<file path="config.mk">
export PLATFORM = sky130hd
export DESIGN_NAME = bsc_ram
export DESIGN_NICKNAME = d
export VERILOG_FILES = /design/src/rtl/bitmap_set_clear_find_engine_assert.svh /design/src/rtl/bsc_ram.sv
export SDC_FILE = /design/constraint.sdc
export NUM_CORES = 2
export LEC_CHECK = 0
export ABC_CLOCK_PERIOD_IN_PS = 8200
export BUFFER_PORTS_ARGS = -buffer_cell sky130_fd_sc_hd__buf_4
export CAP_MARGIN = 20
export CORE_UTILIZATION = 60
export DETAILED_ROUTE_END_ITERATION = 10
export PLACE_DENSITY_LB_ADDON = 0.05
export SYNTH_ARGS = -nofsm -noshare
export SYNTH_HDL_FRONTEND = slang
export SYNTH_SLANG_ARGS = --single-unit
</file>
<file path="constraint.sdc">
create_clock -name i_clk -period 8.2 [get_ports i_clk]
set_clock_uncertainty 0.15 [all_clocks]
set_input_delay 1.64 -clock i_clk [delete_from_list [all_inputs] [get_ports i_clk]]
set_output_delay 1.64 -clock i_clk [all_outputs]
set_load 0.05 [all_outputs]
</file>
<file path="src/rtl/bitmap_set_clear_find_engine_assert.svh">
// ----------------------------------------------------------------------------
// bitmap set/clear/find engine assertion macros
// shared property forms for the engine's concurrent checks
// ----------------------------------------------------------------------------
`ifndef BITMAP_SET_CLEAR_FIND_ENGINE_ASSERT_SVH
`define BITMAP_SET_CLEAR_FIND_ENGINE_ASSERT_SVH

// same-cycle implication
`define BSC_ASSERT_IMPLIES(lbl, clk, rst_n, ante, cons) \
    lbl: assert property (@(posedge clk) disable iff (!(rst_n)) (ante) |-> (cons)) \
        else $error("bitmap engine check failed");

// next-cycle implication
`define BSC_ASSERT_NEXT(lbl, clk, rst_n, ante, cons) \
    lbl: assert property (@(posedge clk) disable iff (!(rst_n)) (ante) |=> (cons)) \
        else $error("bitmap engine check failed");

`endif

</file>
<file path="src/rtl/bsc_ram.sv">
// ----------------------------------------------------------------------------
// bsc_ram
// generic single-write, single-read memory with registered read data
// ----------------------------------------------------------------------------
module bsc_ram #(
    parameter int WIDTH = 64,
    parameter int DEPTH = 64,
    localparam int AW = (DEPTH > 1) ? $clog2(DEPTH) : 1
) (
    input  logic             i_clk,
    input  logic             i_we,
    input  logic [AW-1:0]    i_waddr,
    input  logic [WIDTH-1:0] i_wdata,
    input  logic [AW-1:0]    i_raddr,
    output logic [WIDTH-1:0] o_rdata
);

    logic [WIDTH-1:0] r_mem [DEPTH];
    logic [WIDTH-1:0] r_rdata;

    always_ff @(posedge i_clk) begin
        if (i_we) begin
            r_mem[i_waddr] <= i_wdata;
        end
        r_rdata <= r_mem[i_raddr];
    end

    assign o_rdata = r_rdata;

endmodule

</file>
# After elaboration in Yosys (flattened, before gate mapping)
# Memory sizes are Yosys's and may differ from the RTL's. A register that Yosys moved wholly into a read port is not among the register bits.
# Cells that the tools add are included.
[totals] ff_bits=0 mem_bits_rw=4096 input_bits=78 output_inout_bits=64 wordCells=3 mem_count=1
[classes] n_mux=2
[mem_list] memory="r_mem" depth=64 width=64 rd=1 rd_clocked_by_memory_dff=1 wr=1 line="bsc_ram.sv:18" text="logic [WIDTH-1:0] r_mem [DEPTH];"
[ops] operator="1-bit 2-to-1 mux" count=2

# Logic depth before layout (Yosys ltp)
[logic_depth] ltp_word=2 mapped_depth=9 ltp_nobuf=5

# Least setup slack after synthesis
# OpenSTA, ideal clock, no wires.
[synth_path] path_kind="input to register" startpoint="in i_waddr[3]" endpoint="mem r_mem[48][0] (enable)" setup_time_ps=564 t_arrival_ps=6512 required_time_ps=7486 path_slack_ps=974 cell_stages=4 path_buffers=1 cell_sequence="clkbuf_1 > nor2b_1 > nand4b_1 > nor3_1"
[synth_rtl] element="start, declared" line="bsc_ram.sv:12" text="input logic [AW-1:0] i_waddr,"
[synth_rtl] element="end, declared" line="bsc_ram.sv:18"
# Straight into the memory's write port.

# Worst setup path in the final report
[layout_path] startpoint="in i_waddr[2]" endpoint="mem r_mem[23][19] (enable)"
# Straight into the memory's write port.

==> metrics.csv <==
stage,metric,value,unit
floorplanning,Initial Utilization,0.6031,
clocking,CTS H-tree lvls,5,
timing,Rel. slew slack,0.2453,
worst_setup_path,worst-path fanout max,32,
synth,largest family of logic cells by synthesized area,multiplexers,
placement,Detail Placement HPWL,221800,um
timing,final setup fails,0,
clocking,post_cts resized,0,
timing,Highest Clock Rate,242.6,MHz
synth,adder-cell share of the synthesized area,0,
synth,Synth Cell Area,156300,um2
power,Lkg Pwr,54.88,nW
floorplanning,total die area,262600,um2
power,Power Density,252.0,nW/um2
worst_setup_path,WS Path Type,input port to flop,
synth,Synth Area in Compound Gates,0.02477,
final_layout,P&R area growth vs syn,12.34,%
power,VDD IR max,0.2471,mV
final_layout,area of the multi-input gates,30780,um2
floorplanning,Ports,142,
floorplanning,Chip Width,512.5,um
worst_setup_path,arrival time at the worst endpoint,4.47,ns
synth,Avg Inst Size Synth,23.70,um2
flow_run,max_cap viols,0,
drt,Routed Antenna Nets,0,
synth,yosys warns,0,
clocking,CTS Buf Count,415,
final_layout,FF+latch area,124300,um2
placement,Buffers on Ports,141,
timing,min Tclk post-route,4.122,ns
synth,post-synthesis xor/xnor area fraction,0,
clocking,worst skew pair latency,0.93,ns
worst_setup_path,"CP delay by family, top",simple AND/OR/NAND/NOR gates,
final_layout,Final Cell Area,175600,um2
timing,Fin. Hold Viols,0,
drt,Initial DRT Pass Iterations,6,
worst_setup_path,CP peak stage delay,1.09,ns
placement,Placer Congestion,0.7996,
synth,Post-synth top flop,edfxtp_1,
clocking,Clock transition at path regs,0.06,ns
global_route,vias in the first global route,75297,
clocking,post-CTS setup buffers,0,
floorplanning,Site Rows,187,
worst_setup_path,Worst Setup End Kind,flop,
drt,detailed-route DRC error count,0,
timing,RSZ-0062 raised after global routing,false,
clocking,Clock Sinks,4160,
clocking,hold_buf cts,0,
worst_setup_path,CP Buf/Inv Count,2,
timing,Worst Tran Pin Value,1.132,ns
global_route,initial antenna violation count,34,
final_layout,# nets final,7065,
timing,Slew Limit Fails,0,
global_route,All-Layer GR Usage,0.3283,
clocking,CTS tree,yes,
final_layout,fillers,16068,
synth,Post-Syn Instances,6598,
drt,First DRT Iteration DRCs,11115,
placement,area post-placement,162500,um2
synth,sequential fraction of the synthesis area,0.7949,
synth,Yosys reg bits,4160,
synth,Post-synth EDFFs,4096,
worst_setup_path,"critical path, cell by cell","buf_4, nand4_1, nor2_4, buf_4",
synth,mux share of post-synthesis cell area,0.1561,
floorplanning,Core ar.,259200,um2
final_layout,share of cells above drive strength 1,0.2777,
floorplanning,Die Ht,512.5,um
worst_setup_path,Crit path top cell by count,buf_4,
worst_setup_path,Setup crit start kind,input port,
global_route,largest net degree at the start of global routing,106,
clocking,clk root buf,clkbuf_16,
timing,setup TNS,0,ns
timing,period utilization,0.5027,
drt,vias per cell,7.127,
global_route,first-pass GRT wire length,591700,um
synth,Simple-Gate Fraction of Synth Area,0.01240,
worst_setup_path,slowest cell on the critical path,nor2_4,
drt,Vias,76504,
worst_setup_path,critical path required time,8.55,ns
drt,WL final,428000,um
drt,WL/cell,39.87,um
synth,Post-Syn Nets,6676,
worst_hold_path,worst hold-check path type,flop to flop,
synth,"FFs w/ async S/R, synth",0,
global_route,global route overflow,0,
outcome,status,"finished, final reports clean",
clocking,clock tree buffer depth,4,
synth,Yosys cell types,33,
==> cells in the final DEF, fill, tap and decap left out, drive strengths merged, types with 83 or more instances in the layout <==
master / netlist / final
o22ai: 83 / 83
a22o: 88 / 88
mux2i: 135 / 135
buf: 230 / 342
mux4: 1024 / 1024
a22oi: 168 / 168
edfxtp: 4096 / 4096
clkbuf: 140 / 568
clkinv: 0 / 136
nor2: 112 / 112
==> area by class of cell <==
type,count,share of cell area
Antenna cell,12,0.0001710
Tap cell,3402,0.02423
Clock buffer,568,0.06473
Sequential cell,4160,0.7076
Timing Repair Buffer,342,0.01775
Clock inverter,182,0.009902
Multi-Input combinational cell,2049,0.1753
Inverter,19,0.0004060
==> sequential cells by signal, summed over array words and instances (netlist names) <==
signal	flops
o_rdata	64
r_mem	4096
==> tightest hold or removal path: cells and delay by family (launching register included) <==
family	cells	cell delay, ns
mux	1	0.22
simple gates	2	0.22
compound gates	1	0.06
flops	1	0.31
==> worst paths after layout <==
kind / start / end / slack (ns) / cells past startpoint
max: i_waddr[2] / r_mem[23][19] / 4.08 / 4
min: r_mem[46][14] / o_rdata[14] / 0.69 / 4
max reg2reg: r_mem[8][18] / o_rdata[18] / 6.09 / 5
min reg2reg: r_mem[46][14] / o_rdata[14] / 0.69 / 4
==> cell families (layout without fill, tap and decap cells) <==
logic type      count (synthesis)  in the layout
simple gates                  386            386
mux                          1159           1159
flops                        4160           4160
compound gates                504            504
other cells                     0             12
buf+inv                       389           1111
==> routing by layer <==
layer	part of all wire	vias to the layer above	track usage
li1	-	29301	-
met1	0.39	41670	0.4803
met2	0.47	4758	0.5038
met3	0.11	761	0.07337
met4	0.032	14	0.09941
met5	0.00023	-	0
==> through the flow <==
step	hold slack [ns]	std cells	util	total power, mW	setup WS, ns
after global routing	0.7386	10729	0.6775	45.32	3.982
final	0.6931	10734	0.6775	44.27	4.078
after detailed placement	0.6751	9970	0.6267	26.26	3.187
after global placement	0.6622	9965	0.6263	26.22	3.153
after CTS	0.6950	10720	0.6772	44.45	4.107
after floorplan	0.6378	6598	-	25.30	0.9740
==> power breakdown <==
part           internal, mW  total, mW  switching [mW]
clock                  10.6       18.5            7.83
sequential             23.5       23.7           0.116
combinational         0.764       2.16            1.39
total                  34.9       44.3            9.34
==> cells in the mapped netlist (3+ instances only) <==
library cell,number,area share
buf_4,34,0.0016
buf_2,170,0.0054
a2bb2oi_1,19,0.0011
mux4_2,1024,0.15
buf_6,6,0.00043
nand2b_1,11,0.00044
a22oi_1,168,0.0081
nand2_1,58,0.0014
or3_1,29,0.0012
a31oi_1,18,0.00072
nand3_1,45,0.0014
o221ai_1,38,0.0021
nor2b_1,28,0.0011
or2_2,28,0.0011
dfxtp_1,64,0.0082
inv_1,19,0.00046
clkbuf_1,140,0.0034
a41oi_1,26,0.0015
edfxtp_1,4096,0.79
o22ai_1,83,0.0033
buf_1,20,0.00048
mux2i_1,135,0.0086
a22o_1,88,0.0049
and3_1,64,0.0026
and2_1,3,0.00012
nor2_1,112,0.0027
a211oi_1,63,0.0030
Note: power is estimated with default switching activity, not from simulation.
