## config.mk

```make
export PLATFORM = sky130hd
export DESIGN_NAME = bsc_word_eval
export DESIGN_NICKNAME = d
export VERILOG_FILES = /design/src/rtl/bitmap_set_clear_find_engine_assert.svh /design/src/rtl/bsc_word_eval.sv
export SDC_FILE = /design/constraint.sdc
export NUM_CORES = 1
export LEC_CHECK = 0
export BUFFER_PORTS_ARGS = -buffer_cell sky130_fd_sc_hd__buf_2
export CAP_MARGIN = 0
export CORE_MARGIN = 5
export CORE_UTILIZATION = 40
export DETAILED_ROUTE_END_ITERATION = 8
export SLEW_MARGIN = 10
export SYNTH_ARGS = -nofsm -noshare
export SYNTH_HDL_FRONTEND = slang
export SYNTH_SLANG_ARGS = --single-unit
export TNS_END_PERCENT = 50
```

## constraint.sdc

```tcl
create_clock -name vclk -period 12.44
set_input_delay 0 -clock vclk [all_inputs]
set_output_delay 0 -clock vclk [all_outputs]
set_load 0.02 [all_outputs]
```

## src/rtl/bitmap_set_clear_find_engine_assert.svh

```systemverilog
// ----------------------------------------------------------------------------
// bitmap set/clear/find engine assertion macros
// shared property forms for the engine's concurrent checks
// ----------------------------------------------------------------------------
`ifndef BITMAP_SET_CLEAR_FIND_ENGINE_ASSERT_SVH
`define BITMAP_SET_CLEAR_FIND_ENGINE_ASSERT_SVH

// same-cycle implication
`define BSC_ASSERT_IMPLIES(lbl, clk, rst_n, ante, cons) \
    lbl: assert property (@(posedge clk) disable iff (!(rst_n)) (ante) |-> (cons)) \
        else $error("bitmap engine check failed");

// next-cycle implication
`define BSC_ASSERT_NEXT(lbl, clk, rst_n, ante, cons) \
    lbl: assert property (@(posedge clk) disable iff (!(rst_n)) (ante) |=> (cons)) \
        else $error("bitmap engine check failed");

`endif

```

## src/rtl/bsc_word_eval.sv

```systemverilog
// ----------------------------------------------------------------------------
// bsc_word_eval
// masks one stored word, finds its lowest candidate bit and counts its ones
// ----------------------------------------------------------------------------
module bsc_word_eval #(
    parameter int WORD_BITS = 64,
    localparam int BIT_W = $clog2(WORD_BITS),
    localparam int CNT_W = $clog2(WORD_BITS + 1)
) (
    input  logic [WORD_BITS-1:0] i_word,
    input  logic                 i_invert,
    input  logic [BIT_W-1:0]     i_lo,
    input  logic [CNT_W-1:0]     i_avail,
    output logic                 o_hit,
    output logic [BIT_W-1:0]     o_hit_pos,
    output logic [CNT_W-1:0]     o_pop
);

    logic [WORD_BITS-1:0] in_range;
    logic [WORD_BITS-1:0] cand;
    logic [WORD_BITS-1:0] lowest;

    // bit j takes part when lo <= j < avail
    always_comb begin
        for (int j = 0; j < WORD_BITS; j++) begin
            in_range[j] = (j >= int'(i_lo)) && (j < int'(i_avail));
        end
    end

    assign cand   = (i_invert ? ~i_word : i_word) & in_range;
    assign lowest = cand & (~cand + {{(WORD_BITS-1){1'b0}}, 1'b1});
    assign o_hit  = |cand;
    assign o_pop  = CNT_W'($countones(cand));

    // one-hot to binary
    always_comb begin
        o_hit_pos = '0;
        for (int j = 0; j < WORD_BITS; j++) begin
            if (lowest[j]) begin
                o_hit_pos = o_hit_pos | BIT_W'(j);
            end
        end
    end

endmodule

```

# Word-level counts from Yosys, hierarchy flattened
# Cells that the tools add are included.
dict set report totals {
  regBits 0
  elab_cells 323
}
dict set report op_classes {
  n_addsub 64
  order_cmp 127
  n_mux 64
  n_bitwise 4
  n_reduce_logical 64
}
# operator n
set op_table {}
lappend op_table {{$lt 6x7->1 const A} 32}
lappend op_table {{$mux 6} 32}
lappend op_table {{$ge 6x6->1 const A} 31}
lappend op_table {{$and 64x64->64} 2}
lappend op_table {{$not 64->64} 2}
lappend op_table {{$lt 5x7->1 const A} 16}
lappend op_table {{$ge 5x6->1 const A} 16}
lappend op_table {{$mux 5} 16}
lappend op_table {{$add 1x1->2} 32}
lappend op_table {{$add 64x1->64 const B} 1}
lappend op_table {{$mux 64} 1}
lappend op_table {{$reduce_or 64->1} 1}
lappend op_table {{$logic_and 1x1->1} 63}
lappend op_table {{$lt 4x7->1 const A} 8}
lappend op_table {{$add 2x2->3} 16}
lappend op_table {{$ge 4x6->1 const A} 8}
lappend op_table {{$add 3x3->4} 8}
lappend op_table {{$mux 4} 8}
lappend op_table {{$lt 3x7->1 const A} 4}
lappend op_table {{$ge 3x6->1 const A} 4}
lappend op_table {{$add 4x4->5} 4}
lappend op_table {{$lt 1x7->1 const A} 2}
lappend op_table {{$lt 2x7->1 const A} 2}
lappend op_table {{$add 5x5->6} 2}
lappend op_table {{6 further kinds} 12}

# Longest topological paths before layout
dict set report logic_depth {
  ltp_word 69
  ltp_mapped 28
  mapped_depth_nobuf 25
}

# Worst setup path after synthesis
# Ideal clock, no wire load.
dict set report synth_path {
  path_type {input-to-output}
  start {in i_invert}
  end {out o_pop[4]}
  t_arrival_ps 6616
  setup_slack_ps 5824
  cell_stages 25
  n_path_buf 4
  cell_sequence {buf_2 buf_4 buf_4 buf_2 xnor2_1 nor3_1 inv_1 fa_1 inv_1 fa_1 inv_1 fa_1 fa_1 fa_1 fa_1 fa_1 fa_1 inv_1 ha_1 inv_1 fa_1 inv_1 a21oi_1 o21bai_1 xor2_1}
}
dict set report synth_via {
  elab_chain_cells 8
  elab_cells_between_ends 65
}
# element line_no
set synth_rtl {}
lappend synth_rtl {{start: declaration} bsc_word_eval.sv:11} ;# input logic i_invert,
lappend synth_rtl {{$mux 64 (*)} bsc_word_eval.sv:30} ;# assign cand = (i_invert ? ~i_word : i_word) & in_range;
lappend synth_rtl {{$and 64x64->64 (*)} bsc_word_eval.sv:30}
lappend synth_rtl {{$add 1x1->2 (implied by the code)} bsc_word_eval.sv:33} ;# assign o_pop = CNT_W'($countones(cand));
lappend synth_rtl {{$add 2x2->3 (implied by the code)} bsc_word_eval.sv:33}
lappend synth_rtl {{$add 3x3->4 (implied by the code)} bsc_word_eval.sv:33}
lappend synth_rtl {{$add 4x4->5 (implied by the code)} bsc_word_eval.sv:33}
lappend synth_rtl {{$add 5x5->6 (implied by the code)} bsc_word_eval.sv:33}
lappend synth_rtl {{$add 6x6->7 (implied by the code) (*)} bsc_word_eval.sv:33}
lappend synth_rtl {{end: declaration} bsc_word_eval.sv:16} ;# output logic [CNT_W-1:0] o_pop
# Every way passes the cells marked *; elsewhere a longest branch is shown, timed or not.

# Worst setup path after layout
dict set report layout_path {
  start {in i_avail[5]}
  end {out o_pop[6]}
}
dict set report layout_via {
  elab_chain_cells 9
  elab_cells_between_ends 191
}
# element line_no
set layout_rtl {}
lappend layout_rtl {{start: declaration} bsc_word_eval.sv:13} ;# input logic [CNT_W-1:0] i_avail,
lappend layout_rtl {{$lt 1x7->1, or another cell as far along} bsc_word_eval.sv:26} ;# in_range[j] = (j >= int'(i_lo)) && (j < int'(i_avail));
lappend layout_rtl {{$logic_and 1x1->1} bsc_word_eval.sv:26}
lappend layout_rtl {{$and 64x64->64 (*)} bsc_word_eval.sv:30}
lappend layout_rtl {{$add 1x1->2 (implied by the code)} bsc_word_eval.sv:33}
lappend layout_rtl {{$add 2x2->3 (implied by the code)} bsc_word_eval.sv:33}
lappend layout_rtl {{$add 3x3->4 (implied by the code)} bsc_word_eval.sv:33}
lappend layout_rtl {{$add 4x4->5 (implied by the code)} bsc_word_eval.sv:33}
lappend layout_rtl {{$add 5x5->6 (implied by the code)} bsc_word_eval.sv:33}
lappend layout_rtl {{$add 6x6->7 (implied by the code) (*)} bsc_word_eval.sv:33}
# Marks and branches as above.

==> results.md <==
- Outcome: finished clean
- Least-Margin Pin Slew: 1.04 ns
- Crit Path Class: in -> out
- Initial Util: 40.6%
- Fmax: about 0.13 GHz
- GRT Residual Overflow: 0
- Share of post-route cells with drive strength above 1: 16.5%
- Pre-antenna DRT Iters: 7
- Critical-path top delay cell: nor4bb_1
- Commonest non-fill, non-tap cell in the layout: buf_2
- Wire length of the first global-routing pass: 35200 um
- Via count: 6039
- Slew Limit Fails: 0
- Yosys top cell area share: 20.1%
- Worst path required time: 12.44 ns
- Antenna violations before repair: 0
- DR WL/cell: 23.7 um
- Largest stage delay, worst path: 0.95 ns
- Pleak: around 0.0026 uW
- Hold Path Depth: 6
- CP endpoint kind: output port
- Setup ws final: 4.94 ns
- Post-synthesis sequential area ratio: 0%
- Postcts setup bufs: 0
- GPL Wtd Cong: 0.996
- Total GRT Usage: 28.1%
- Finished Layout Cells: 966
- Most frequent cells in the layout: buf_2 (91), inv_1 (86), nand2_1 (68)
- DRT antenna net count: 0
- Post-Syn Area per Cell: ~7.3 sq um
- Largest net degree at the start of global routing: 36
- Iteration-0 DRC Markers: 716
- Hold_buf cts: 0
- Dpl ws: 5.04 ns
- Layout area overhead: 8.88%
- PD cells: about 250 mW/mm^2
- Hold Path Class: in -> out
- Final TNS setup: 0 ns
- Number of flip-flops and latches: 0
- N_diodes: 0
- # DRC: 0
- Max Cap Viol: 0
- Routed vias/inst: about 6.3
- CP delay by family, top: adder cells
- Worst Setup Start Kind: input pin
- Port bufs: 92
- Final wirelength: 22900 um
- Clock buffers: 0
- Mapped Nets: 886
- DP Wirelength: 19000 um
- Die area: 0.0159 sq mm
- Post-Synthesis Cells: 737
- Synth warn: 0
- Crit share post-route: 60.3%
- Cell accounting for the most synthesized area: fa_1
- Die width: 126 um
- Final setup violation count: 0
- Most common cell on crit path: fa_1
- RSZ-0062 raised after global routing: false
- Nets: 941
- Largest fanout on the critical path: 20
- Fillers: around 1.4k
- Placed Cells: 966
- Final min period: 7.50 ns
- Maximum VDD drop: between 0.9 and 1 mV
- Row cnt: 42
- Mapped Area: 0.00538 sq mm
- Post-CTS sizing: 0
- Die Span Y: 126 um
- Synth area leaders: fa_1 (20%), xnor2_1 (8.1%), inv_1 (6.0%)
- Max transition margin: 30.0%
- Yosys cell types: just under 80
- Final Hold Violating Endpoints: 0
- Worst EP arrival: approximately 7.5 ns
- WP buf/inv: 8
- # IOs: 92
- Core ar.: roughly 0.013 sq mm
- Number of global-route vias before repair: about 6k
- Total area of sequential cells: 0 sq um
- Cell depth of the worst setup path: 25
## stage by stage
step / instance area, sq um / hold slack, ns / total power [uW] / util [%]
2_1_floorplan: 5380 / 0.419 / 1080 / -
3_3_place_gp: 5860 / 0.626 / 1460 / 44.3
3_5_place_dp: 5860 / 0.629 / 1450 / 44.3
4_1_cts: 5860 / 0.639 / 1480 / 44.3
5_1_grt: 5860 / 0.716 / 1670 / 44.3
6_report: 5860 / 0.624 / 1460 / 44.3
## Yosys cell counts (3+ instances only)
cell,n
inv_1,86
nand2_1,68
fa_1,54
nand3_1,51
xnor2_1,50
nor3_1,36
a21oi_1,33
nor2_1,31
o21ai_0,25
nand4_1,21
buf_2,20
ha_1,17
xor2_1,16
a221oi_1,14
and2_1,14
clkbuf_1,13
a211oi_1,10
nor4_1,10
o211ai_1,10
buf_4,9
and3_1,8
a21o_1,7
a31oi_1,7
nand2b_1,7
or3_1,7
a22oi_1,6
a32oi_1,6
o22ai_1,6
nand4_2,5
buf_6,4
or2_2,4
or4_1,4
a2111oi_2,3
and4_1,3
nand3b_1,3
nor3b_1,3
nor4_4,3
o2111ai_1,3
o211a_1,3
o21a_1,3
o21ai_1,3
## where the power goes
group / switching [uW] / internal (uW) / total (uW)
sequential: 0 / 0 / 0
clock: 0 / 0 / 0
combinational: 887 / 575 / 1460
## worst min-delay path, cell delays in order
cell and delay, ns:
buf_2 0.08, xor2_1 0.14, nand2_1 0.09, nand2_1 0.06, or4_1 0.09, buf_2 0.15
## per-layer routing
metal / vias to the layer above / GRT usage, % / wire length [um]
met3: 64 / 2.12 / 1480
met1: 2897 / 38.3 / 9620
met2: 312 / 48.4 / 11100
met5: - / 0 / 0
met4: 0 / 6.94 / 686
li1: 2766 / - / -
## worst paths after layout
kind                        from  endpoint  slack (ns)
worst max-delay path  i_avail[5]  o_pop[6]        4.94
worst min-delay path  i_word[63]     o_hit        0.62
## layout make-up
cell class	instances	area (sq um)	share of cell area, %
multi-input combinational	604	4790	81.8
timing repair buffer	100	523	8.92
inverter	86	323	5.51
tap	176	220	3.76
## kinds of logic after synthesis
kind of cell               count (synthesis)  share of synthesized area, %
and+or+nand+nor                          297                          31.3
AOI/OAI and AO/OA                        170                          23.0
adders and majority gates                 71                          24.0
xor gates and xnor gates                  66                          10.7
buffers and inverters                    133                          10.9
No activity file was read; power rests on OpenSTA's default activity.
