<file path="config.mk">
export PLATFORM = sky130hd
export DESIGN_NAME = bsc_div
export DESIGN_NICKNAME = d
export VERILOG_FILES = /design/src/rtl/bitmap_set_clear_find_engine_assert.svh /design/src/rtl/bsc_pkg.sv /design/src/rtl/bsc_div.sv
export SDC_FILE = /design/constraint.sdc
export NUM_CORES = 1
export LEC_CHECK = 0
export ABC_AREA = 1
export BUFFER_PORTS_ARGS = -buffer_cell sky130_fd_sc_hd__clkbuf_2
export CAP_MARGIN = 20
export CORE_MARGIN = 8
export CORE_UTILIZATION = 41
export CTS_BUF_LIST = sky130_fd_sc_hd__clkbuf_8 sky130_fd_sc_hd__clkbuf_16
export CTS_CLUSTER_DIAMETER = 120
export CTS_CLUSTER_SIZE = 10
export DETAILED_ROUTE_END_ITERATION = 8
export GPL_ROUTABILITY_DRIVEN = 0
export PLACE_DENSITY = 0.78
export SETUP_SLACK_MARGIN = 0.05
export SLEW_MARGIN = 30
export SYNTH_ARGS = -nofsm -noshare
export SYNTH_HDL_FRONTEND = slang
export SYNTH_SLANG_ARGS = --single-unit
</file>
<file path="constraint.sdc">
create_clock -name i_clk -period 1 [get_ports i_clk]
set_clock_uncertainty 0.15 [all_clocks]
set_input_delay 0.25 -clock i_clk [delete_from_list [all_inputs] [get_ports i_clk]]
set_output_delay 0.25 -clock i_clk [all_outputs]
set_load 0.05 [all_outputs]
</file>
<file path="src/rtl/bitmap_set_clear_find_engine_assert.svh">
// ----------------------------------------------------------------------------
// bitmap set/clear/find engine assertion macros
// shared property forms for the engine's concurrent checks
// ----------------------------------------------------------------------------
`ifndef BITMAP_SET_CLEAR_FIND_ENGINE_ASSERT_SVH
`define BITMAP_SET_CLEAR_FIND_ENGINE_ASSERT_SVH

// same-cycle implication
`define BSC_ASSERT_IMPLIES(lbl, clk, rst_n, ante, cons) \
    lbl: assert property (@(posedge clk) disable iff (!(rst_n)) (ante) |-> (cons)) \
        else $error("bitmap engine check failed");

// next-cycle implication
`define BSC_ASSERT_NEXT(lbl, clk, rst_n, ante, cons) \
    lbl: assert property (@(posedge clk) disable iff (!(rst_n)) (ante) |=> (cons)) \
        else $error("bitmap engine check failed");

`endif

</file>
<file path="src/rtl/bsc_pkg.sv">
// ----------------------------------------------------------------------------
// bsc_pkg
// types and constants shared by the bitmap set/clear/find engine
// ----------------------------------------------------------------------------
package bsc_pkg;

    localparam int ACT_W   = 3;
    localparam int IDX_W   = 12;
    localparam int BYTES_W = 10;
    localparam int SIZE_W  = 13;

    localparam logic [SIZE_W-1:0] SIZE_RESET = 13'd4096;

    typedef enum logic [ACT_W-1:0] {
        ACT_TEST      = 3'd0,
        ACT_SET       = 3'd1,
        ACT_CLEAR     = 3'd2,
        ACT_FIND_SET  = 3'd3,
        ACT_FIND_ZERO = 3'd4,
        ACT_COUNT     = 3'd5
    } t_action;

    typedef enum logic [2:0] {
        S_CLEAR,
        S_IDLE,
        S_DIV,
        S_RMW_RD,
        S_RMW_WR,
        S_PRIME,
        S_SCAN,
        S_DONE
    } t_state;

    typedef struct packed {
        logic [ACT_W-1:0]   action;
        logic [IDX_W-1:0]   bit_index;
        logic [BYTES_W-1:0] byte_count;
    } t_req;

    typedef struct packed {
        logic              old_bit;
        logic [SIZE_W-1:0] found_position;
        logic [SIZE_W-1:0] set_count;
    } t_rsp;

    typedef logic [SIZE_W-1:0] t_cfg;

endpackage

</file>
<file path="src/rtl/bsc_div.sv">
// ----------------------------------------------------------------------------
// bsc_div
// splits a bit index into word and bit by reciprocal multiplication
// ----------------------------------------------------------------------------
module bsc_div import bsc_pkg::*; #(
    parameter int WORD_BITS = 64,
    localparam int BIT_W = $clog2(WORD_BITS)
) (
    input  logic             i_clk,
    input  logic             i_rst_n,
    input  logic             i_start,
    input  logic [IDX_W-1:0] i_dividend,
    output logic             o_done,
    output logic [IDX_W-1:0] o_quot,
    output logic [BIT_W-1:0] o_rem
);

    // floor(x / WORD_BITS) equals (x * RECIP_L) >> SHIFT for every IDX_W-bit x
    localparam int     SHIFT   = IDX_W + BIT_W + 1;
    localparam int     PW      = IDX_W + SHIFT;
    localparam int     BW      = IDX_W + BIT_W + 1;
    localparam longint RECIP_L = ((longint'(1) << SHIFT) + longint'(WORD_BITS) - 1)
                                 / longint'(WORD_BITS);

    logic             r_busy;
    logic             r_done;
    logic [IDX_W-1:0] r_dvd;
    logic [IDX_W-1:0] r_quo;
    logic [BIT_W-1:0] r_rem;

    logic [PW-1:0]    prod;
    logic [BW-1:0]    back;
    logic [BW-1:0]    rem_full;

    assign prod     = PW'(i_dividend) * PW'(RECIP_L);
    assign back     = BW'(r_quo) * BW'(WORD_BITS);
    assign rem_full = BW'(r_dvd) - back;

    always_ff @(posedge i_clk) begin
        if (!i_rst_n) begin
            r_busy <= 1'b0;
            r_done <= 1'b0;
        end else begin
            r_busy <= i_start;
            r_done <= r_busy;
        end
    end

    // quotient registered on start, remainder registered from it while busy
    always_ff @(posedge i_clk) begin
        if (i_start) begin
            r_dvd <= i_dividend;
            r_quo <= prod[PW-1:SHIFT];
        end
        if (r_busy) begin
            r_rem <= rem_full[BIT_W-1:0];
        end
    end

    assign o_done = r_done;
    assign o_quot = r_quo;
    assign o_rem  = r_rem;

endmodule

</file>
After elaboration in Yosys (flattened, before gate mapping) --
Index checks and enable logic that the tools add are counted. Widths: inputs -> output; s select.
Word-level totals: input bits 15, word-level logic and storage cells 6, register bits after elaboration 20, output and inout port bits 19
Cells by class: $add $sub $neg 1
Operator list (count):
- $sub 6x1->6 const B | 1

Logic depth before layout (Yosys ltp) --
Gate-level depths: netlist (run 1).
depth in word-level cells 1, depth in mapped cells 2, mapped depth without buffers 2

Worst setup path before layout (run 1) --
Ideal clock, no wire load.
kind reg2out, start point register r_quo[0] (netlist: o_quot[0]), end point output port o_quot[0], stages on the path, launching flop included 1, slack -1 ps, buffers on the path 0, data arrival time 601 ps, cell sequence edfxtp_1
RTL lines:
- start, declared | line bsc_div.sv:28 | logic [IDX_W-1:0] r_quo;
- start signal, assigned | line bsc_div.sv:53 | r_quo <= prod[PW-1:SHIFT];
- end, declared | line bsc_div.sv:14 | output logic [IDX_W-1:0] o_quot,
No word-level cell between the ends.

Worst setup path after layout (run 1) --
start point register r_quo[5] (netlist: o_quot[5]), end point output port o_quot[5]
No word-level cell between the ends.

==> results.md, run 1 <==
* Root Driver: clkbuf_8
* I/O pin total at 34
* Setup tns final at -2.79 ns
* CTS tree: built
* Final core occ at 0.636
* Max Fclk at ~800 MHz
* First-pass GRT wire length at roughly 1.8 mm
* Std cell rows at 14
* CP Class: reg -> out
* Status: complete, but fails checks
* Worst r2r src: r_busy
* Total Power at between 1.5 and 2 mW
* Critical Path RT at 0.60 ns
* Synth area leaders: edfxtp_1, buf_4, dfxtp_1
* Reg clk slew, reported paths at 0.07 ns
* Primary FF master, synth: edfxtp_1
* Total Routed Length at approximately 1.1 mm
* Starting Density at 0.433
* Most frequent cells after synthesis: edfxtp_1, buf_4, dfxtp_1, inv_1, nand2_1
* Sequential cell area fraction in the yosys report at 0.901
* Fin worst setup slack at -0.244 ns
* Hold WC Path Type: in -> reg
* Buf/Inv on CP at 1
* Total setup buffers inserted after CTS at 0
* Worst Path Max Fanout at 1
* GRT overflow at 0
* Largest area contributor in the netlist: edfxtp_1
* Setup slack at placement at -0.00986 ns
* Critical Path Stages at 1
* Initial antenna violation count at 0
* Max_cap viols at 0
* Post-synth EDFFs at 18
* Endpoints failing setup at 13
* Max-slew violations at 0
* Final worst-path cycle share at 1.24
* GRT Overall Usage at 0.0732
* RSZ-0062 raised after global routing: yes
* ANT nets after route at 0
* Clock Tree Buf Depth at 2
* Via count at between 300 and 400
* Share of cells above drive strength 1 at 0.525
* CTS HTree Levels at 1
* Fraction of registers with async set/reset at 0
* Endpoints failing hold at 0
* Max incr delay on CP at about 0.42 ns
* Core ar. at roughly 1500 um^2
* Sink Count at 20
* Ys Warns at 0
* Cell with the most instances after synthesis: edfxtp_1
* Setup slack on the worst flop-to-flop path at about 0.15 ns
* Critical Path End Type: primary output
* Clk_lat worst skew at between 0.2 and 0.3 ns
* Area Growth Syn to Fin at 47.0%
* Tmin final at about 1.2 ns
* DRC at 0
* Dpl cells at 73
* Vias/cell at between 4 and 5
* Top-area cell type share of the netlist area at 0.839
* # nets final at 77
* Number of global-route vias before repair at around 390
* Worst setup path end: o_quot[5]
* FF+latch count, synth at 20
* Hold-fix buffers, CTS at 0
* Syn Std Cell Area at ~640 um^2
* Avg Synthesized Cell Area at 20.8 um^2
* Largest net degree at the start of global routing at 14
* TritonCTS Buffers at 3
* Critical Path AT at between 0.8 and 0.9 ns
* Crit. Startpoint: o_quot[5]
* Cell variety after synth at 6
* Reg2reg path depth at 0
* Slowest cell on crit path: edfxtp_1
* Crit-path cells: buf_8
* Die area at ~3100 um^2
* Drt wl/cell at approximately 14 um
* 1st-pass router iterations at 4
* Iter 0 DRT Violations at 2
* Final non-filler cell total at just under 80
* Setup crit start kind: flop
* R2r endpoint: o_rem[2]
* Chip width at 55.6 um
* Die height at between 50 and 60 um
* Maximum VDD drop at about 1200 uV
* Antenna Cells at 0
* Cells after Synth at 31
* DP HPWL at ~850 um
* Fillers at approximately 100
* Violated checks: negative setup slack
* Power Dens Cells at about 1900 nW/um^2
* CP delay by family, top: flip-flops
* Port Buffers at 27
* Lkg Pwr at between 0.4 and 0.5 nW
per-stage QoR:
stage | hold slack [ns] | area [um^2]
floorplan | 0.193 | 664
global placement | 0.256 | 774
detailed placement | 0.255 | 774
CTS | 0.0117 | 946
global route | 0.00412 | 947
finish | 0.0188 | 947
report_power, final:
part	leakage, nW	internal [mW]	switching [mW]
clock	0.0269	0.273	0.237
combinational	0.195	0.107	0.217
sequential	0.191	0.982	0.0274
final cells by class:
class | count | area, um^2 | share of cell area
clock buffers | 3 | 41.3 | 0.0436
clock inverters | 1 | 3.75 | 0.00396
inverters | 2 | 7.51 | 0.00793
multi-input cells | 8 | 30.0 | 0.0317
flip-flops and latches | 20 | 583 | 0.616
well taps | 16 | 20.0 | 0.0211
repair buffers | 27 | 262 | 0.276
what timing repair did:
action,CTS,global route
setup endpoints to repair,19,13
gates resized for setup,28,1
cloned,0,0
flip-flops by register name (all words and copies together) (netlist names):
register	cells
o_done	1
o_quot	6
o_rem	6
r_busy	1
r_dvd	6
worst min-delay path by stage:
stage / slack [ns] / end / cells past startpoint / from
2_1_floorplan: 0.19 / o_done / 2 / i_rst_n
3_3_place_gp: 0.26 / o_rem[4] / 0 / r_dvd[4]
3_5_place_dp: 0.25 / o_rem[4] / 0 / r_dvd[4]
4_1_cts: 0.01 / o_quot[2] / 1 / i_dividend[8]
5_1_grt: 0.004 / o_quot[2] / 1 / i_dividend[8]
6_report: 0.02 / o_quot[2] / 1 / i_dividend[8]
metal layers:
layer / track usage / routed length (um) / vias up
li1: - / - / 156
met1: 0.0727 / 369 / 145
met2: 0.101 / 540 / 24
met3: 0.0502 / 151 / 3
met4: 0.0634 / 24 / 0
met5: 0 / 0 / -
cells in the final DEF (no fill, tap or decap), drive strengths merged:
cell type | netlist | final
clkbuf | 0 | 29
nand2 | 2 | 2
inv | 2 | 3
dfxtp | 2 | 2
conb | 1 | 6
edfxtp | 18 | 18
buf | 6 | 1
kinds of logic (layout without fill, tap and decap cells):
kind of cell / Yosys count / in the layout / synth area share
simple gates: 2 / 2 / 0.0117
buf+inv: 8 / 33 / 0.0816
flops: 20 / 20 / 0.901
other cells: 1 / 6 / 0.00582
(Power assumes the default switching activity.)
==> inputs of run 2 (changes only) <==
- SKIP_CTS_REPAIR_TIMING: default -> 1
==> run 2 against run 1 <==
  * The run still ends with negative setup slack left
  * Hold slack barely moved
  * Core utilization fell by 3.0 points
  * Fmax rose by 1.6%
  * Sequential power barely moved
  * Cell area fell by 4.8%
  * Non-clock buffer count did not move
==> results.md, run 2 (synthesis gave the netlist of run 1 again) <==
* CP Class: reg -> out (unchanged)
* Lkg Pwr at 0.394 nW (was 0.413 nW)
* Violated checks: negative setup slack (unchanged)
* First-pass GRT wire length at 1.71 mm (was 1.77 mm)
* Flop pwr share at 0.553 (was 0.548)
* Die area at 3100 um^2 (unchanged)
* CTS HTree Levels at 1 (unchanged)
* Hold WC Path Type: in -> reg (unchanged)
* Clk_lat worst skew at 0.25 ns (about the same)
* TritonCTS Buffers at 3 (unchanged)
* Vias/cell at 4.26 (unchanged)
* Fillers at 112 (was 104)
* CP delay by family, top: flip-flops (unchanged)
* Antenna Cells at 0 (unchanged)
* Share of cells above drive strength 1 at 0.525 (unchanged)
* Setup crit start kind: flop (unchanged)
* Final core occ at 0.606 (was 0.636)
* Maximum VDD drop at 1200 uV (was 1210 uV)
* Combinational Power Share at 0.168 (was 0.176)
* Root Driver: clkbuf_8 (unchanged)
* 1st-pass router iterations at 4 (unchanged)
* Std cell rows at 14 (unchanged)
* Sink Count at 20 (unchanged)
* Worst r2r src: r_busy (unchanged)
* GRT overflow at 0 (unchanged)
* Max incr delay on CP at 0.40 ns (was 0.42 ns)
* Starting Density at 0.433 (unchanged)
* Drt wl/cell at 14.0 um (was 14.1 um)
* Most frequent cells in the layout: edfxtp_1, clkbuf_2, buf_6, conb_1 (was edfxtp_1, clkbuf_8, clkbuf_2, conb_1, inv_1)
* GRT Overall Usage at 0.0708 (was 0.0732)
* Initial antenna violation count at 0 (unchanged)
* Final worst-path cycle share at 1.22 (was 1.24)
* Max Fclk at 817 MHz (was 804 MHz)
* Status: complete, but fails checks (unchanged)
* Final non-filler cell total at 77 (unchanged)
* Cell internal pwr at 1.35 mW (was 1.36 mW)
* Worst Path Max Fanout at 1 (unchanged)
* Port Buffers at 27 (unchanged)
* Endpoints failing hold at 0 (unchanged)
* Endpoints failing setup at 13 (unchanged)
* Max-slew violations at 0 (unchanged)
* Fin worst setup slack at -0.225 ns (was -0.244 ns)
* RSZ-0062 raised after global routing: yes (unchanged)
* DRC at 0 (unchanged)
* Hold Startpoint: i_dividend[0] (was i_dividend[8])
* Dpl cells at 73 (unchanged)
* Iter 0 DRT Violations at 2 (unchanged)
* Clock power share at 0.279 (was 0.277)
* Clock Tree Buf Depth at 2 (unchanged)
* Critical Path RT at 0.60 ns (about the same)
* Total Routed Length at 1.08 mm (was 1.09 mm)
* Critical Path AT at 0.82 ns (was 0.84 ns)
* ANT nets after route at 0 (unchanged)
* DP HPWL at 847 um (unchanged)
* Core ar. at 1490 um^2 (unchanged)
* Max_cap viols at 0 (unchanged)
* Largest net degree at the start of global routing at 14 (unchanged)
* Reg clk slew, reported paths at 0.07 ns (about the same)
* I/O pin total at 34 (unchanged)
* Psw at 0.483 mW (was 0.482 mW)
* Setup slack at placement at -0.00986 ns (unchanged)
* Critical Path End Type: primary output (unchanged)
* Area Growth Syn to Fin at 40.0% (was 47.0%)
* Most common cell after layout, fill and taps aside: edfxtp_1 (unchanged)
* Crit. Startpoint: o_quot[5] (unchanged)
* Crit-path cells: buf_6 (was buf_8)
* Die height at 55.6 um (unchanged)
* Number of global-route vias before repair at 393 (was 391)
* # nets final at 77 (unchanged)
* CTS tree: built (unchanged)
* Sw Ratio at 0.264 (was 0.261)
* Tmin final at 1.22 ns (was 1.24 ns)
* Chip width at 55.6 um (unchanged)
* Via count at 328 (unchanged)
* Slowest cell on crit path: edfxtp_1 (unchanged)
* Power Dens Cells at 2030 nW/um^2 (was 1950 nW/um^2)
* Buf/Inv on CP at 1 (unchanged)
run 2: cell types whose count changed in the layout (fill, tap and decap cells not counted):
cell and delta:
buf_6 +13, buf_8 -1, clkbuf_16 -1, clkbuf_8 -11
run 2: area by class of cell:
type | instances | area [um^2] | area share
clock buffer | 3 | 41.3 | 0.0458
clock inverter | 1 | 3.75 | 0.00416
inverter | 2 | 7.51 | 0.00832
multi-input combinational | 8 | 30.0 | 0.0333
sequential | 20 | 583 | 0.646
tap | 16 | 20.0 | 0.0222
timing repair buffer | 27 | 216 | 0.240
run 2: metrics by stage:
stage	hold slack, ns	cell area, um^2	power, mW	TNS, ns
floorplan	0.193	664	1.23	-0.00726
global placement	0.256	774	1.27	0
detailed placement	0.255	774	1.28	-0.123
CTS	0.0117	820	1.79	-3.50
global route	0.00412	902	1.90	-3.00
finish	0.0186	902	1.83	-2.57
run 2: worst paths after layout:
check,to,slack (ns),depth (start not counted)
hold reg to reg,o_rem[4],0.27,0
setup reg to reg,o_rem[2],0.14,0
setup / recovery,o_quot[5],-0.22,1
hold / removal,r_dvd[0],0.02,1
run 2: routing by layer:
| layer | up-vias | global-route usage | share of wire |
|---|---|---|---|
| met5 | - | 0 | 0 |
| met4 | 0 | 0.0634 | 0.022 |
| met3 | 3 | 0.0479 | 0.12 |
| met2 | 24 | 0.0962 | 0.50 |
| met1 | 145 | 0.0712 | 0.36 |
| li1 | 156 | - | - |
run 2: power groups by stage:
stage / logic, mW / clock network (mW) / registers, mW
CTS: 0.263 / 0.526 / 1.00
global route: 0.320 / 0.567 / 1.02
finish: 0.308 / 0.510 / 1.01
detailed placement: 0.263 / 0 / 1.02
global placement: 0.260 / 0 / 1.01
floorplan: 0.0696 / 0 / 1.16
==> inputs of run 3 (changes only) <==
- CTS_BUF_LIST: sky130_fd_sc_hd__clkbuf_8 sky130_fd_sc_hd__clkbuf_16 -> default
- TNS_END_PERCENT: default -> 1
==> run 3 against run 2 <==
  * The run ends with negative hold slack, negative setup slack left
  * Count of clock-buffer cells in the layout unchanged
  * Core utilization grew 6.1 points
  * Sequential power hardly changed
  * Via count up 22%
  * Cell count grew 14%
  * Register-to-register slack barely moved
  * Sequential share of layout area down 5.9 points
  * Clock power decreased by 25%
  * Critical path depth unchanged
  * Highest routed layer unchanged
  * Global-route usage is 0.20 points higher
  * Flip-flop and latch count unchanged
  * Critical path type unchanged
  * Critical endpoint is now o_quot[2]
  * Non-clock buffer count increased by 11
==> results.md, run 3 (synthesis gave the netlist of run 1 again) <==
* Most frequent cells in the layout: edfxtp_1, clkbuf_2, buf_6, dlygate4sd3_1, conb_1 (was edfxtp_1, clkbuf_2, buf_6, conb_1)
* Initial antenna violation count at 0 (unchanged)
* Vias/cell at 4.53 (was 4.26)
* Number of global-route vias before repair at 419 (was 393)
* ANT nets after route at 0 (unchanged)
* Crit. Startpoint: o_quot[2] (was o_quot[5])
* Endpoints failing hold at 2 (was 0)
* Final hold slack at -0.0168 ns (was 0.0186 ns)
* Root Driver: clkbuf_4 (was clkbuf_8)
* # nets final at 88 (was 77)
* Share of cells above drive strength 1 at 0.444 (was 0.525)
* Flop pwr share at 0.580 (was 0.553)
* Violated checks: negative hold slack, negative setup slack (was negative setup slack)
* Most common cell after layout, fill and taps aside: edfxtp_1 (unchanged)
* Tmin final at 1.28 ns (was 1.22 ns)
* Final worst-path cycle share at 1.28 (was 1.22)
* Antenna Cells at 0 (unchanged)
* Port Buffers at 27 (unchanged)
* Clk_lat worst skew at 0.30 ns (was 0.25 ns)
* CP Class: reg -> out (unchanged)
* Iter 0 DRT Violations at 7 (was 2)
* Std cell rows at 14 (unchanged)
* CTS tree: built (unchanged)
* Starting Density at 0.433 (unchanged)
* DP HPWL at 862 um (was 847 um)
* Clock Tree Buf Depth at 2 (unchanged)
* Chip width at 55.6 um (unchanged)
* CTS HTree Levels at 1 (unchanged)
* 1st-pass router iterations at 2 (was 4)
* Sw Ratio at 0.284 (was 0.264)
* Critical Path Stages at 1 (unchanged)
* Clock power share at 0.221 (was 0.279)
* Die height at 55.6 um (unchanged)
* CP delay by family, top: flip-flops (unchanged)
* Fin worst setup slack at -0.281 ns (was -0.225 ns)
* Via count at 399 (was 328)
* Sink Count at 20 (unchanged)
* Core ar. at 1490 um^2 (unchanged)
* DRC at 0 (unchanged)
* Largest net degree at the start of global routing at 14 (unchanged)
* RSZ-0062 raised after global routing: yes (unchanged)
* Reg clk slew, reported paths at 0.11 ns (was 0.07 ns)
* Fillers at 105 (was 112)
* Combinational Power Share at 0.199 (was 0.168)
* Worst r2r src: r_busy (unchanged)
* Max Fclk at 781 MHz (was 817 MHz)
* Maximum VDD drop at 1180 uV (was 1200 uV)
* M2 GR Usage at 0.104 (was 0.0962)
* Hold Startpoint: i_dividend[5] (was i_dividend[0])
* Global Route met3 Usage at 0.105 (was 0.0479)
* GRT Overall Usage at 0.0729 (was 0.0708)
* Setup crit start kind: flop (unchanged)
* Cell internal pwr at 1.25 mW (was 1.35 mW)
* Met1 Usage GRT at 0.0483 (was 0.0712)
* Endpoints failing setup at 13 (unchanged)
* Status: complete, but fails checks (unchanged)
* Area Growth Syn to Fin at 54.2% (was 40.0%)
* Max_cap viols at 0 (unchanged)
* Worst Path Max Fanout at 1 (unchanged)
* Critical Path AT at 0.88 ns (was 0.82 ns)
* First-pass GRT wire length at 1.73 mm (was 1.71 mm)
* Crit-path cells: buf_6 (unchanged)
* Hold WC Path Type: in -> reg (unchanged)
* Critical Path RT at 0.60 ns (about the same)
* Total Routed Length at 1.33 mm (was 1.08 mm)
* Reg2reg path depth at 0 (unchanged)
* Critical Path End Type: primary output (unchanged)
* Hold path depth at 1 (unchanged)
* Global routing's busiest layer: met3 (was met2)
* Max incr delay on CP at 0.41 ns (was 0.40 ns)
* Power Dens Cells at 1750 nW/um^2 (was 2030 nW/um^2)
* Max-slew violations at 0 (unchanged)
* Total Power at 1.74 mW (was 1.83 mW)
* Drt wl/cell at 15.1 um (was 14.0 um)
* Lkg Pwr at 0.429 nW (was 0.394 nW)
* I/O pin total at 34 (unchanged)
* Die area at 3100 um^2 (unchanged)
* Slowest cell on crit path: edfxtp_1 (unchanged)
* Buf/Inv on CP at 1 (unchanged)
* TritonCTS Buffers at 3 (unchanged)
* Psw at 0.494 mW (was 0.483 mW)
* GRT overflow at 0 (unchanged)
-- run 3: metrics by stage --
step,setup WS (ns),TNS [ns],utilization,instance area [um^2],std cells
final,-0.281,-3.35,0.667,993,88
after global routing,-0.320,-3.87,0.667,993,88
after CTS,-0.359,-4.33,0.537,800,77
after detailed placement,-0.0124,-0.128,0.519,773,73
after global placement,0.0135,0,0.519,773,73
after floorplan,-0.000605,-0.00726,-,663,36
-- run 3: path summary, 6_finish.rpt --
check	to	slack, ns
setup / recovery	o_quot[2]	-0.28
hold / removal	r_dvd[5]	-0.02
setup reg to reg	o_rem[5]	0.15
hold reg to reg	o_rem[2]	0.29
-- run 3: layout make-up --
class,count,area [um^2],area share
Multi-Input combinational cell,8,30.0,0.0302
Inverter,2,7.51,0.00756
Sequential cell,20,583,0.587
Clock buffer,3,22.5,0.0227
Timing Repair Buffer,38,327,0.329
Clock inverter,1,3.75,0.00378
Tap cell,16,20.0,0.0202
-- run 3: power by group through the flow --
stage	combinational (mW)	sequential (mW)	clock, mW
2_1_floorplan	0.0696	1.16	0
3_3_place_gp	0.262	1.01	0
3_5_place_dp	0.264	1.02	0
4_1_cts	0.264	1.00	0.398
5_1_grt	0.360	1.01	0.426
6_report	0.346	1.01	0.385
-- run 3: per-layer routing --
| metal | wire, um | part of all wire | vias to the layer above |
|---|---|---|---|
| li1 | - | - | 178 |
| met1 | 426 | 0.32 | 177 |
| met2 | 574 | 0.43 | 40 |
| met3 | 293 | 0.22 | 4 |
| met4 | 31 | 0.023 | 0 |
| met5 | 0 | 0 | - |
